$ cat src/hw/rtl/lpse_pkg.sv
// ----------------------------------------------------------------------------
// lpse_pkg
// Types, constants and pulse helpers shared by the LED pulse SPI encoder.
// ----------------------------------------------------------------------------
package lpse_pkg;

    localparam int unsigned RunLimit   = 64;
    localparam int unsigned CountW     = 7;
    localparam int unsigned ColourW    = 24;
    localparam int unsigned CfgIndexW  = 3;
    localparam int unsigned CfgDataW   = 7;
    localparam int unsigned QueueDepth = 2;

    // bytes per LED word
    localparam logic [CountW-1:0] LedBytesSingle = 7'd24;
    localparam logic [CountW-1:0] LedBytesDouble = 7'd12;

    typedef enum logic [1:0] {
        OP_LED   = 2'd0,
        OP_START = 2'd1,
        OP_END   = 2'd2,
        OP_NONE  = 2'd3
    } op_t;

    typedef enum logic [CfgIndexW-1:0] {
        REG_ZERO_LEN   = 3'd0,
        REG_ONE_LEN    = 3'd1,
        REG_LEAD_LOW   = 3'd2,
        REG_MSB_FIRST  = 3'd3,
        REG_DOUBLE     = 3'd4,
        REG_PREFIX     = 3'd5,
        REG_SUFFIX     = 3'd6,
        REG_UNUSED     = 3'd7
    } reg_index_t;

    typedef struct packed {
        logic [2:0]        zero_pulse_len;
        logic [2:0]        one_pulse_len;
        logic              lead_low_bit;
        logic              msb_first;
        logic              double_packing;
        logic [CountW-1:0] prefix_count;
        logic [CountW-1:0] suffix_count;
    } cfg_t;

    // one queued job: a colour word or a run of zero bytes
    typedef struct packed {
        logic               is_led;
        logic [CountW-1:0]  count;
        logic [ColourW-1:0] colours;   // green in the top byte, blue at the bottom
    } cmd_t;

    // run of ones, optionally moved up one place, cut to a byte
    function automatic logic [7:0] pulse_raw(input logic [2:0] len, input logic lead);
        logic [7:0] p;
        p = (8'd1 << len) - 8'd1;
        return p << lead;
    endfunction

    function automatic logic [7:0] pulse8(input logic [2:0] len, input logic lead,
                                          input logic msb);
        logic [7:0] p;
        logic [7:0] r;
        p = pulse_raw(len, lead);
        for (int i = 0; i < 8; i++) begin
            r[i] = p[7-i];
        end
        return msb ? r : p;
    endfunction

    function automatic logic [3:0] pulse4(input logic [2:0] len, input logic lead,
                                          input logic msb);
        logic [7:0] p;
        logic [3:0] n;
        p = pulse_raw(len, lead);
        n = p[3:0];
        return msb ? {n[0], n[1], n[2], n[3]} : n;
    endfunction

endpackage

$ cat src/hw/rtl/lpse_front.sv
// ----------------------------------------------------------------------------
// lpse_front
// Classifies input words into encoder jobs and drops those with no output.
// ----------------------------------------------------------------------------
module lpse_front
(
    input  logic                 in_valid,
    input  logic [1:0]           in_op,
    input  logic [23:0]          in_colours,
    input  lpse_pkg::cfg_t       cfg,
    output logic                 push,
    output lpse_pkg::cmd_t       cmd
);

    logic [lpse_pkg::CountW-1:0] run_len;
    logic [lpse_pkg::CountW-1:0] run_sat;
    logic                        has_output;

    always_comb
    begin
        run_len    = '0;
        has_output = 1'b0;
        case (lpse_pkg::op_t'(in_op))
            lpse_pkg::OP_LED:
            begin
                has_output = 1'b1;
            end
            lpse_pkg::OP_START:
            begin
                run_len    = cfg.prefix_count;
                has_output = (cfg.prefix_count != '0);
            end
            lpse_pkg::OP_END:
            begin
                run_len    = cfg.suffix_count;
                has_output = (cfg.suffix_count != '0);
            end
            default:
            begin
                has_output = 1'b0;
            end
        endcase

        // runs longer than the limit saturate
        if (run_len > lpse_pkg::CountW'(lpse_pkg::RunLimit)) begin
            run_sat = lpse_pkg::CountW'(lpse_pkg::RunLimit);
        end else begin
            run_sat = run_len;
        end

        cmd.is_led  = (lpse_pkg::op_t'(in_op) == lpse_pkg::OP_LED);
        cmd.colours = in_colours;
        if (cmd.is_led) begin
            cmd.count = cfg.double_packing ? lpse_pkg::LedBytesDouble
                                           : lpse_pkg::LedBytesSingle;
        end else begin
            cmd.count = run_sat;
        end
        push = in_valid && has_output;
    end

endmodule

$ cat src/hw/rtl/lpse_queue.sv
// ----------------------------------------------------------------------------
// lpse_queue
// Short job queue between the classifier and the byte generator.
// ----------------------------------------------------------------------------
module lpse_queue
(
    input  logic           clk,
    input  logic           rst_n,
    input  logic           push,
    input  lpse_pkg::cmd_t push_cmd,
    output logic           full,
    input  logic           pop,
    output logic           empty,
    output lpse_pkg::cmd_t head
);

    localparam int unsigned PtrW = $clog2(lpse_pkg::QueueDepth);

    lpse_pkg::cmd_t  mem [lpse_pkg::QueueDepth];
    logic [PtrW-1:0] wr_ptr_reg;
    logic [PtrW-1:0] wr_ptr_next;
    logic [PtrW-1:0] rd_ptr_reg;
    logic [PtrW-1:0] rd_ptr_next;
    logic [PtrW:0]   fill_reg;
    logic [PtrW:0]   fill_next;
    logic            do_push;
    logic            do_pop;

    assign full    = (fill_reg == (PtrW+1)'(lpse_pkg::QueueDepth));
    assign empty   = (fill_reg == '0);
    assign do_push = push && !full;
    assign do_pop  = pop && !empty;
    assign head    = mem[rd_ptr_reg];

    always_comb
    begin
        wr_ptr_next = do_push ? wr_ptr_reg + 1'b1 : wr_ptr_reg;
        rd_ptr_next = do_pop ? rd_ptr_reg + 1'b1 : rd_ptr_reg;
        fill_next   = fill_reg;
        if (do_push && !do_pop) begin
            fill_next = fill_reg + 1'b1;
        end else if (do_pop && !do_push) begin
            fill_next = fill_reg - 1'b1;
        end
    end

    always_ff @(posedge clk or negedge rst_n)
    begin
        if (!rst_n) begin
            wr_ptr_reg <= '0;
            rd_ptr_reg <= '0;
            fill_reg   <= '0;
        end else begin
            wr_ptr_reg <= wr_ptr_next;
            rd_ptr_reg <= rd_ptr_next;
            fill_reg   <= fill_next;
        end
    end

    always_ff @(posedge clk)
    begin
        if (do_push) begin
            mem[wr_ptr_reg] <= push_cmd;
        end
    end

endmodule

$ cat src/hw/rtl/lpse_back.sv
// ----------------------------------------------------------------------------
// lpse_back
// Byte generator: walks one job a byte per cycle into the output register unless the output stalls.
// ----------------------------------------------------------------------------
module lpse_back
(
    input  logic                 clk,
    input  logic                 rst_n,
    input  lpse_pkg::cfg_t       cfg,
    input  logic                 q_empty,
    input  lpse_pkg::cmd_t       q_head,
    output logic                 q_pop,
    output logic                 out_valid,
    input  logic                 out_ready,
    output logic [7:0]           out_byte,
    output logic                 out_last
);

    logic                        cur_valid_reg;
    logic                        cur_valid_next;
    logic                        cur_led_reg;
    logic [lpse_pkg::CountW-1:0] cur_left_reg;
    logic [lpse_pkg::CountW-1:0] cur_left_next;
    logic [lpse_pkg::ColourW-1:0] cur_bits_reg;
    logic [lpse_pkg::ColourW-1:0] cur_bits_next;
    logic                        out_valid_reg;
    logic                        out_valid_next;
    logic [7:0]                  out_byte_reg;
    logic                        out_last_reg;

    logic                        slot_free;
    logic                        emit;
    logic                        is_last;
    logic [7:0]                  pat0;
    logic [7:0]                  pat1;
    logic [3:0]                  nib0;
    logic [3:0]                  nib1;
    logic [3:0]                  first_nib;
    logic [3:0]                  second_nib;
    logic [7:0]                  byte_val;

    assign slot_free = !out_valid_reg || out_ready;
    assign emit      = cur_valid_reg && slot_free;
    assign is_last   = (cur_left_reg == lpse_pkg::CountW'(1));
    assign q_pop     = !q_empty && (!cur_valid_reg || (emit && is_last));

    always_comb
    begin
        pat0       = lpse_pkg::pulse8(cfg.zero_pulse_len, cfg.lead_low_bit, cfg.msb_first);
        pat1       = lpse_pkg::pulse8(cfg.one_pulse_len, cfg.lead_low_bit, cfg.msb_first);
        nib0       = lpse_pkg::pulse4(cfg.zero_pulse_len, cfg.lead_low_bit, cfg.msb_first);
        nib1       = lpse_pkg::pulse4(cfg.one_pulse_len, cfg.lead_low_bit, cfg.msb_first);
        first_nib  = cur_bits_reg[23] ? nib1 : nib0;
        second_nib = cur_bits_reg[22] ? nib1 : nib0;

        if (!cur_led_reg) begin
            byte_val = 8'h00;
        end else if (cfg.double_packing) begin
            byte_val = cfg.msb_first ? {first_nib, second_nib} : {second_nib, first_nib};
        end else begin
            byte_val = cur_bits_reg[23] ? pat1 : pat0;
        end

        cur_valid_next = cur_valid_reg;
        cur_left_next  = cur_left_reg;
        cur_bits_next  = cur_bits_reg;
        if (emit) begin
            cur_left_next = cur_left_reg - 1'b1;
            cur_bits_next = cfg.double_packing ? {cur_bits_reg[21:0], 2'b00}
                                               : {cur_bits_reg[22:0], 1'b0};
            if (is_last) begin
                cur_valid_next = 1'b0;
            end
        end
        if (q_pop) begin
            cur_valid_next = 1'b1;
            cur_left_next  = q_head.count;
            cur_bits_next  = q_head.colours;
        end

        if (emit) begin
            out_valid_next = 1'b1;
        end else if (out_ready) begin
            out_valid_next = 1'b0;
        end else begin
            out_valid_next = out_valid_reg;
        end
    end

    always_ff @(posedge clk or negedge rst_n)
    begin
        if (!rst_n) begin
            cur_valid_reg <= 1'b0;
            cur_left_reg  <= '0;
            out_valid_reg <= 1'b0;
        end else begin
            cur_valid_reg <= cur_valid_next;
            cur_left_reg  <= cur_left_next;
            out_valid_reg <= out_valid_next;
        end
    end

    always_ff @(posedge clk)
    begin
        cur_bits_reg <= cur_bits_next;
        if (q_pop) begin
            cur_led_reg <= q_head.is_led;
        end
        if (emit) begin
            out_byte_reg <= byte_val;
            out_last_reg <= is_last;
        end
    end

    assign out_valid = out_valid_reg;
    assign out_byte  = out_byte_reg;
    assign out_last  = out_last_reg;

endmodule

$ cat src/hw/rtl/led_pulse_spi_encoder.sv
// ----------------------------------------------------------------------------
// led_pulse_spi_encoder
// Encodes LED colour words and frame markers into SPI pulse bytes.
// ----------------------------------------------------------------------------
// Channel   Dir  Handshake            Word
// s_*       in   s_tvalid/s_tready    tdata colours, tuser op
// m_*       out  m_tvalid/m_tready    tdata spi_byte, tlast last of run
// cfg_*     in   cfg_valid/cfg_ready  cfg_index register, cfg_data value
//
// One output byte per cycle unless the output stalls: an LED word gives 24 bytes
// (12 in double packing), a frame marker one zero byte per count; the byte counter
// in the generator sets this. Input words are taken while the two-entry job queue
// has room, so a queued job starts the cycle after the last byte of the previous.
// Reset restores register defaults and empties queue and output register.
// ----------------------------------------------------------------------------
module led_pulse_spi_encoder
(
    input  logic        clk,
    input  logic        rst_n,

    input  logic        s_tvalid,
    output logic        s_tready,
    input  logic [23:0] s_tdata,   // green [7:0], red [15:8], blue [23:16]
    input  logic [1:0]  s_tuser,   // op [1:0]

    output logic        m_tvalid,
    input  logic        m_tready,
    output logic [7:0]  m_tdata,   // spi_byte [7:0]
    output logic        m_tlast,

    input  logic        cfg_valid,
    output logic        cfg_ready,
    input  logic [2:0]  cfg_index,
    input  logic [6:0]  cfg_data
);

    lpse_pkg::cfg_t cfg_reg;
    lpse_pkg::cfg_t cfg_next;
    lpse_pkg::cmd_t front_cmd;
    lpse_pkg::cmd_t q_head;
    logic           front_push;
    logic           q_full;
    logic           q_empty;
    logic           q_pop;

    assign cfg_ready = 1'b1;

    always_comb
    begin
        cfg_next = cfg_reg;
        if (cfg_valid) begin
            case (lpse_pkg::reg_index_t'(cfg_index))
                lpse_pkg::REG_ZERO_LEN:  cfg_next.zero_pulse_len = cfg_data[2:0];
                lpse_pkg::REG_ONE_LEN:   cfg_next.one_pulse_len  = cfg_data[2:0];
                lpse_pkg::REG_LEAD_LOW:  cfg_next.lead_low_bit   = cfg_data[0];
                lpse_pkg::REG_MSB_FIRST: cfg_next.msb_first      = cfg_data[0];
                lpse_pkg::REG_DOUBLE:    cfg_next.double_packing = cfg_data[0];
                lpse_pkg::REG_PREFIX:    cfg_next.prefix_count   = cfg_data;
                lpse_pkg::REG_SUFFIX:    cfg_next.suffix_count   = cfg_data;
                default:                 cfg_next = cfg_reg;
            endcase
        end
    end

    always_ff @(posedge clk or negedge rst_n)
    begin
        if (!rst_n) begin
            cfg_reg.zero_pulse_len <= 3'd1;
            cfg_reg.one_pulse_len  <= 3'd3;
            cfg_reg.lead_low_bit   <= 1'b0;
            cfg_reg.msb_first      <= 1'b1;
            cfg_reg.double_packing <= 1'b0;
            cfg_reg.prefix_count   <= '0;
            cfg_reg.suffix_count   <= '0;
        end else begin
            cfg_reg <= cfg_next;
        end
    end

    // words with no output are taken and dropped
    assign s_tready = !q_full;

    lpse_front u_front
    (
        .in_valid   (s_tvalid && !q_full),
        .in_op      (s_tuser),
        .in_colours ({s_tdata[7:0], s_tdata[15:8], s_tdata[23:16]}),
        .cfg        (cfg_reg),
        .push       (front_push),
        .cmd        (front_cmd)
    );

    lpse_queue u_queue
    (
        .clk      (clk),
        .rst_n    (rst_n),
        .push     (front_push),
        .push_cmd (front_cmd),
        .full     (q_full),
        .pop      (q_pop),
        .empty    (q_empty),
        .head     (q_head)
    );

    lpse_back u_back
    (
        .clk       (clk),
        .rst_n     (rst_n),
        .cfg       (cfg_reg),
        .q_empty   (q_empty),
        .q_head    (q_head),
        .q_pop     (q_pop),
        .out_valid (m_tvalid),
        .out_ready (m_tready),
        .out_byte  (m_tdata),
        .out_last  (m_tlast)
    );

endmodule

$ cat config.mk
export PLATFORM = sky130hd
export DESIGN_NAME = led_pulse_spi_encoder
export DESIGN_NICKNAME = d
export VERILOG_FILES = /design/src/hw/rtl/lpse_pkg.sv /design/src/hw/rtl/lpse_front.sv /design/src/hw/rtl/lpse_queue.sv /design/src/hw/rtl/lpse_back.sv /design/src/hw/rtl/led_pulse_spi_encoder.sv
export SDC_FILE = /design/constraint.sdc
export NUM_CORES = 1
export LEC_CHECK = 0
export BUFFER_PORTS_ARGS = -buffer_cell sky130_fd_sc_hd__buf_2
export CAP_MARGIN = 25
export CORE_MARGIN = 5
export CORE_UTILIZATION = 35
export CTS_CLUSTER_DIAMETER = 150
export DETAILED_ROUTE_END_ITERATION = 7
export PLACE_DENSITY_LB_ADDON = 0.08
export SYNTH_ARGS = -nofsm -noshare
export SYNTH_HDL_FRONTEND = slang
export SYNTH_HIERARCHICAL = 1
export SYNTH_SLANG_ARGS = --single-unit
export TNS_END_PERCENT = 5
$ cat constraint.sdc
create_clock -name clk -period 2.7 [get_ports clk]
set_input_delay 0 -clock clk [delete_from_list [all_inputs] [get_ports clk]]
set_output_delay 0 -clock clk [all_outputs]
set_load 0.03 [all_outputs]
==> summary.md, run 1 <==
| Metric | Value |
|---|---|
| Status | finished, final reports clean |
| I/O Buffers | 51 |
| Max rail drop VDD | ~0.00047 V |
| TritonRoute pass-1 iters | 4 |
| Post-Syn Nets | 591 |
| Cell taking the most area after synthesis | edfxtp_1 |
| Row cnt | 51 |
| Core Region | 0.01946 mm² |
| Clock Latency Late Sink | 0.41 ns |
| WS Path Type | reg -> reg |
| HP Start | cfg_valid |
| Antenna viol nets, final | 0 |
| Leak Pwr | roughly 3.0 nW |
| RSZ-0062 raised after global routing | no |
| Period utilisation layout | between 80% and 90% |
| Sw frac | 28.50% |
| Crit-path cells | or4_4 > o41ai_2 > a311oi_1 > nand2_1 > inv_1 > ha_1 > xor2_1 > nor2_1 > xor2_1 |
| CTS tree | built |
| TritonCTS buffer count | 17 |
| Worst slew pin tran | 0.8759 ns |
| Mapped Cells | 543 |
| Ys Warns | 6 |
| Max-slew violations | 0 |
| Distinct cells, synth | 58 |
| Sequential area share after synthesis | 55.67% |
| Internal | about 4.7 mW |
| Worst r2r src | cfg_reg[1] |
| Largest cells by area after synthesis | edfxtp_1, dfrtp_1, mux2_4, mux2_2, mux2i_1 |
| Die extent in x | 150.5 µm |
| Worst Hold End | cfg_reg[15] |
| ANT cells | 0 |
| Reg2reg end | u_queue/fill_reg[1] |
| Per-cell routed wire length | approximately 16 µm |
| Worst EP required | a little over 3 ns |
| DRC errors left | 0 |
| Vias in the first global route | 4328 |
| Setup_tns | 0 ns |
| Gr ovfl total | 0 |
| Post-synthesis instance area | roughly 0.0069 mm² |
| Top FF cell, synth | edfxtp_1 |
| NumNets Final | 649 |
| Global-route wire length before repair | 22700 µm |
| Routed via count | 4314 |
| Combinational share of power | between 20% and 30% |
| Synth Area per Inst | 12.73 µm² |
| Post-layout min period | roughly 2.2 ns |
| Net Sw Power | 1.858 mW |
| CP max FO | 3 |
| PwrDens | roughly 800 mW/mm² |
| Asr flop ratio synth | 26.87% |
| EDFF count, synth | 98 |
| Layout Area Growth over Synthesis | 17.07% |
| Setup Viol. Count Final | 0 |
| Worst hold stages | 3 |
| Critical path launch point type | flop |
| Root buf cell | clkbuf_16 |
| Critical path endpoint category | flop |
| Yosys top cell area share | 42.57% |
| Antenna violations before repair | 0 |
| Max_slew headroom | 41.60% |
| CP dominant cell by count | xor2_1 |
| Routed WL | approximately 14000 µm |
| Synth Register Bits | ~130 |
| H-tree depth | 4 |
| Vias per cell | 4.925 |
| Initial core utilization | 35.52% |
| Worst hold margin | 0.01396 ns |
| Reg2Reg Depth | 9 |
| Maxcap violations | 0 |
| Clock skew | 0.008778 ns |
| Hold WC Path Type | in -> reg |
| Max incr delay on CP | 0.54 ns |
| Final Hold Viols | 0 |
| Dpl hpwl | about 9400 µm |
| GRT Resource Usage Total | 12.76% |
| Initial DRC count | 377 |
| Share of layout cells above drive strength 1 | between 20% and 30% |
| I/O pin count | 53 |
| Max FFs per register | 64 |
| Crit path max-delay cell type | or4_4 |
| Largest net degree at the start of global routing | 37 |
| Max Buffers Root-to-Sink | 2 |
| Max Clk Rate | 446.5 MHz |
| Die Footprint | 0.02266 mm² |
| Flop pwr share | 45.5% |
| Setup bufs post-CTS | 0 |
| Clk pwr share | between 30% and 40% |
| CP arrival | between 2 and 3 ns |
| Die Y-Extent | 150.5 µm |
| Flop-to-flop setup slack | 0.46 ns |
| GP Congestion | 0.8393 |
| Worst-path clk slew | 0.06 ns |
| Clock sink count | 134 |
==> area by class of cell <==
type / count / area, µm²
Clock inverter: 11 / 135.1
Clock buffer: 18 / 429.2
Timing Repair Buffer: 97 / 695.7
Tap cell: 265 / 331.6
Fill cell: 1847 / 11370
Sequential cell: 134 / 3850
Multi-Input combinational cell: 337 / 2599
Inverter: 14 / 52.55
==> worst max-delay path: cells and delay by family, from the launching register on <==
family,cells,cell delay [ns]
AOI/OAI and AO/OA,2,0.38
buffers and inverters,1,0.07
and+or+nand+nor,3,0.84
xor gates and xnor gates,2,0.29
adders and majority gates,1,0.20
DFF,1,0.39
==> through the flow <==
step / utilization (%) / total power [mW] / cell area (µm²) / worst slack [ns] / cells
final: 41.58 / 6.521 / 8093 / 0.4603 / 876
after floorplan: - / 3.933 / 6915 / 0.3471 / 543
after CTS: 41.58 / 6.599 / 8093 / 0.4456 / 876
after global routing: 41.58 / 6.885 / 8093 / 0.2344 / 876
after detailed placement: 36.98 / 4.296 / 7198 / 0.4559 / 814
after global placement: 36.98 / 4.273 / 7198 / 0.4732 / 814
==> synth_stat cells, types with 8 or more instances <==
master and count:
edfxtp_1 98, o21ai_0 50, nand2_1 49, dfrtp_1 32
mux2_4 29, mux2i_1 29, mux2_2 26, buf_4 25
a21oi_1 17, clkbuf_1 16, nor2_1 16, inv_1 14
nand2b_1 10, o22ai_1 9, a31oi_1 8
==> power groups by stage <==
stage	clock network, mW	logic [mW]	registers (mW)
after detailed placement	0	1.29	3.01
after global placement	0	1.28	2.99
after global routing	2.39	1.46	3.03
after CTS	2.30	1.33	2.97
after floorplan	0	1.07	2.87
final	2.23	1.32	2.97
==> cells in the final DEF, fill, tap and decap left out, types with 4 or more instances in the layout <==
cell type,instances
nand2b_1,10
mux2_4,29
buf_2,51
a31oi_1,8
nor3_1,6
dlygate4sd3_1,33
buf_4,12
o22ai_1,9
clkbuf_16,17
xor2_1,4
a211oi_1,5
clkinv_1,4
a22oi_1,7
edfxtp_1,98
ha_1,7
nand2_1,49
inv_1,14
nand3_1,5
xnor2_1,7
o21ai_0,50
nor2_1,15
mux2_2,26
a21oi_1,17
dfstp_2,4
mux2i_1,29
dfrtp_1,31
==> kinds of logic (layout without fill, tap and decap cells) <==
kind of cell             Yosys count  in the layout  share of synthesized area, %
AO/OA/AOI/OAI                    119            119                         10.72
other                              1              1                       0.05425
multiplexers                      84             84                         14.73
XOR/XNOR                          11             11                         1.394
flip-flops                       134            134                         55.67
adder cells (fa/ha/maj)            7              7                         1.267
AND/OR/NAND/NOR                  115            115                         9.321
buffers and inverters             72            140                         6.842
==> routing by layer <==
layer	GRT usage (%)	part of all wire (%)
met5	0	0
met4	4.163	1.1
met3	3.040	4.0
met2	19.40	46
met1	17.96	49
==> repair_timing <==
item | CTS | global route
hold endpoints to repair | 104 | 0
resized for setup | 0 | 0
endpoints found under the setup margin | 0 | 0
hold buffers | 33 | 0
==> worst max path at each step <==
stage                              from                   to
floorplan           u_queue/fill_reg[0]    u_queue/mem[0][0]
global placement             cfg_reg[8]  u_queue/fill_reg[1]
detailed placement           cfg_reg[1]  u_queue/fill_reg[1]
CTS                          cfg_reg[8]  u_queue/fill_reg[1]
global route                 cfg_reg[1]  u_queue/fill_reg[1]
finish                       cfg_reg[1]  u_queue/fill_reg[1]
Note: power is estimated with default switching activity, not from simulation.
==> run 2, diff against run 1 <==
- clock period: 2.7 -> 1.9 ns (I/O delays scaled with it)
==> run 2 against run 1 <==
Net effect:
- the flow now finishes with violations (negative setup slack)
- register-to-register slack lost 0.73 ns
- power increased by 52%
- largest power group unchanged
- sequential cell count did not move
- sequential share of layout area decreased by 3.0 points
- setup slack worse by 0.73 ns
==> summary.md, run 2 (same netlist as run 1, synthesis figures left out) <==
| Metric | Value |
|---|---|
| Vias in the first global route | 4624 |
| Most frequent cells in the layout | edfxtp_1, buf_4, buf_2 |
| DRC errors left | 0 |
| Worst path bufs/invs | 2 |
| Setup Viol. Count Final | 83 |
| Clock Latency Late Sink | 0.41 ns |
| Register area | slightly below 0.004 mm² |
| Max Clk Rate | about 460 MHz |
| Worst-path clk slew | 0.06 ns |
| Multi-input gate area | approximately 0.0027 mm² |
| I/O pin count | 53 |
| Maxcap violations | 0 |
| CTS tree | built |
| Internal | 7.009 mW |
| RSZ-0062 raised after global routing | yes |
| Antenna viol nets, final | 0 |
| Hold WC Path Type | in -> reg |
| Gr ovfl total | 0 |
| Fillcell total | 1797 |
| Fin area | 0.008638 mm² |
| Dpl hpwl | approximately 10000 µm |
| Max_slew headroom | a little over two fifths |
| Setup_tns | -8.862 ns |
| Largest net degree at the start of global routing | 37 |
| Row cnt | 51 |
| Vias per cell | 4.851 |
| GP Congestion | 0.8288 |
| ANT cells | 0 |
| Status | complete, but fails checks |
| Initial core utilization | between 30% and 40% |
| Dpl cell area | 0.007586 mm² |
| WS Path Type | reg -> reg |
| Crit path max-delay cell type | or4_4 |
| Final Hold Viols | 0 |
| Clock skew | 0.006474 ns |
| Core Region | 0.01946 mm² |
| TritonCTS buffer count | 17 |
| Clock sink count | about 130 |
| Worst EP required | 2.20 ns |
| Share of layout cells above drive strength 1 | about a third |
| Post-layout min period | 2.168 ns |
| CP arrival | 2.47 ns |
| Max Buffers Root-to-Sink | 2 |
| CP top delay family | simple AND/OR/NAND/NOR gates |
| Layout Area Growth over Synthesis | 24.96% |
| Non-filler cells, final | 933 |
| Antenna violations before repair | 0 |
| Leak Pwr | approximately 3.3 nW |
| Worst slew pin tran | 0.8449 ns |
| PwrDens | 1147 mW/mm² |
| Max rail drop VDD | 0.0007046 V |
| Worst hold margin | 0.02970 ns |
| Final core utilization | 44.38% |
| Initial DRC count | a little under 300 |
| Max-slew violations | 0 |
| I/O Buffers | 51 |
| Routed WL | 14660 µm |
| Combinational share of power | about 26% |
| Sw frac | 29.25% |
| Die Footprint | between 0.02 and 0.025 mm² |
| Period utilisation layout | 114.1% |
| CP max FO | 2 |
| Clk pwr share | roughly a third |
| Total power | around 9.9 mW |
| Dpl cells | around 860 |
| GRT Resource Usage Total | roughly 14% |
| Routed via count | 4526 |
| Max incr delay on CP | between 0.5 and 0.6 ns |
| Max FFs per register | 64 |
| NumNets Final | 704 |
| TritonRoute pass-1 iters | 4 |
| Setup WS post-layout | -0.2676 ns |
| Global-route wire length before repair | around 24000 µm |
| H-tree depth | 4 |
| Per-cell routed wire length | 15.71 µm |
| Net Sw Power | 2.897 mW |
| Flop pwr share | between 40% and 50% |
| Die extent in x | roughly 150 µm |
| Dpl ws | -0.5074 ns |
| Die Y-Extent | 150.5 µm |
| Root buf cell | clkbuf_16 |
| Failing checks | negative setup slack |
| Leading cell type in the layout, fill and taps excluded | edfxtp_1 |
| Crit-path cells | or4_4 > o41ai_4 > a311oi_2 > nand2_2 > buf_6 > inv_4 > ha_4 > xor2_1 > nor2_1 > xor2_1 |
| CP dominant cell by count | xor2_1 |
| Critical path endpoint category | flop |
| Critical path launch point type | flop |
run 2: cell count changes in the layout (fill, tap and decap cells not counted), sizes merged:
| cell | delta |
|---|---|
| buf | +55 |
| clkinvlp | +2 |
| clkinv | -1 |
| dlygate4sd3 | -1 |
| inv | +1 |
| nor2 | +1 |
run 2: area by class of cell:
class                           instances  share of cell area [%]
Timing Repair Buffer                  151                   13.09
Sequential cell                       134                   44.57
Tap cell                              265                   3.838
Multi-Input combinational cell        338                   31.10
Clock inverter                         13                   1.796
Clock buffer                           18                   4.968
Inverter                               14                  0.6373
run 2: layer usage:
layer	global-route usage, %	up-vias	part of all wire (%)	wire length [µm]
met5	0	-	0	0
met4	5.215	0	1.3	196
met3	2.769	15	3.4	505
met2	21.37	100	47	6838
met1	18.26	2180	49	7116
li1	-	2231	-	-
run 2: final timing paths:
kind	from	endpoint	slack (ns)	cells after the start
worst max-delay path	cfg_reg[3]	u_queue/fill_reg[1]	-0.27	10
worst min-delay path	cfg_valid	cfg_reg[15]	0.03	3
worst max register to register	cfg_reg[3]	u_queue/fill_reg[1]	-0.27	10
worst min register to register	u_queue/mem[0][31]	u_back/cur_led_reg	0.55	1
max in group asynchronous	rst_n	u_queue/rd_ptr_reg	1.08	2
min in group asynchronous	rst_n	cfg_reg[7]	0.24	2
run 2: what timing repair did:
item,in CTS,in global routing
hold endpoints to repair,103,0
pin swaps,7,3
setup endpoints to repair,89,115
setup buffers,4,3
resized for setup,9,6
gates cloned,1,0
hold buffers,32,0
run 2: worst register-to-register path: cells and delay by family (launching register included):
family / cells / cell delay (ns)
AOI/OAI and AO/OA: 2 / 0.40
buffers and inverters: 2 / 0.14
xor gates and xnor gates: 2 / 0.28
and+or+nand+nor: 3 / 0.73
adders and majority gates: 1 / 0.14
DFF: 1 / 0.38
run 2: power by group through the flow:
| stage | Sequential [mW] | Clock, mW | Combinational [mW] |
|---|---|---|---|
| global route | 4.16 | 3.52 | 2.76 |
| CTS | 4.10 | 3.38 | 2.50 |
| detailed placement | 4.13 | 0 | 2.36 |
| finish | 4.09 | 3.29 | 2.52 |
| global placement | 4.11 | 0 | 2.33 |
| floorplan | 4.08 | 0 | 1.52 |
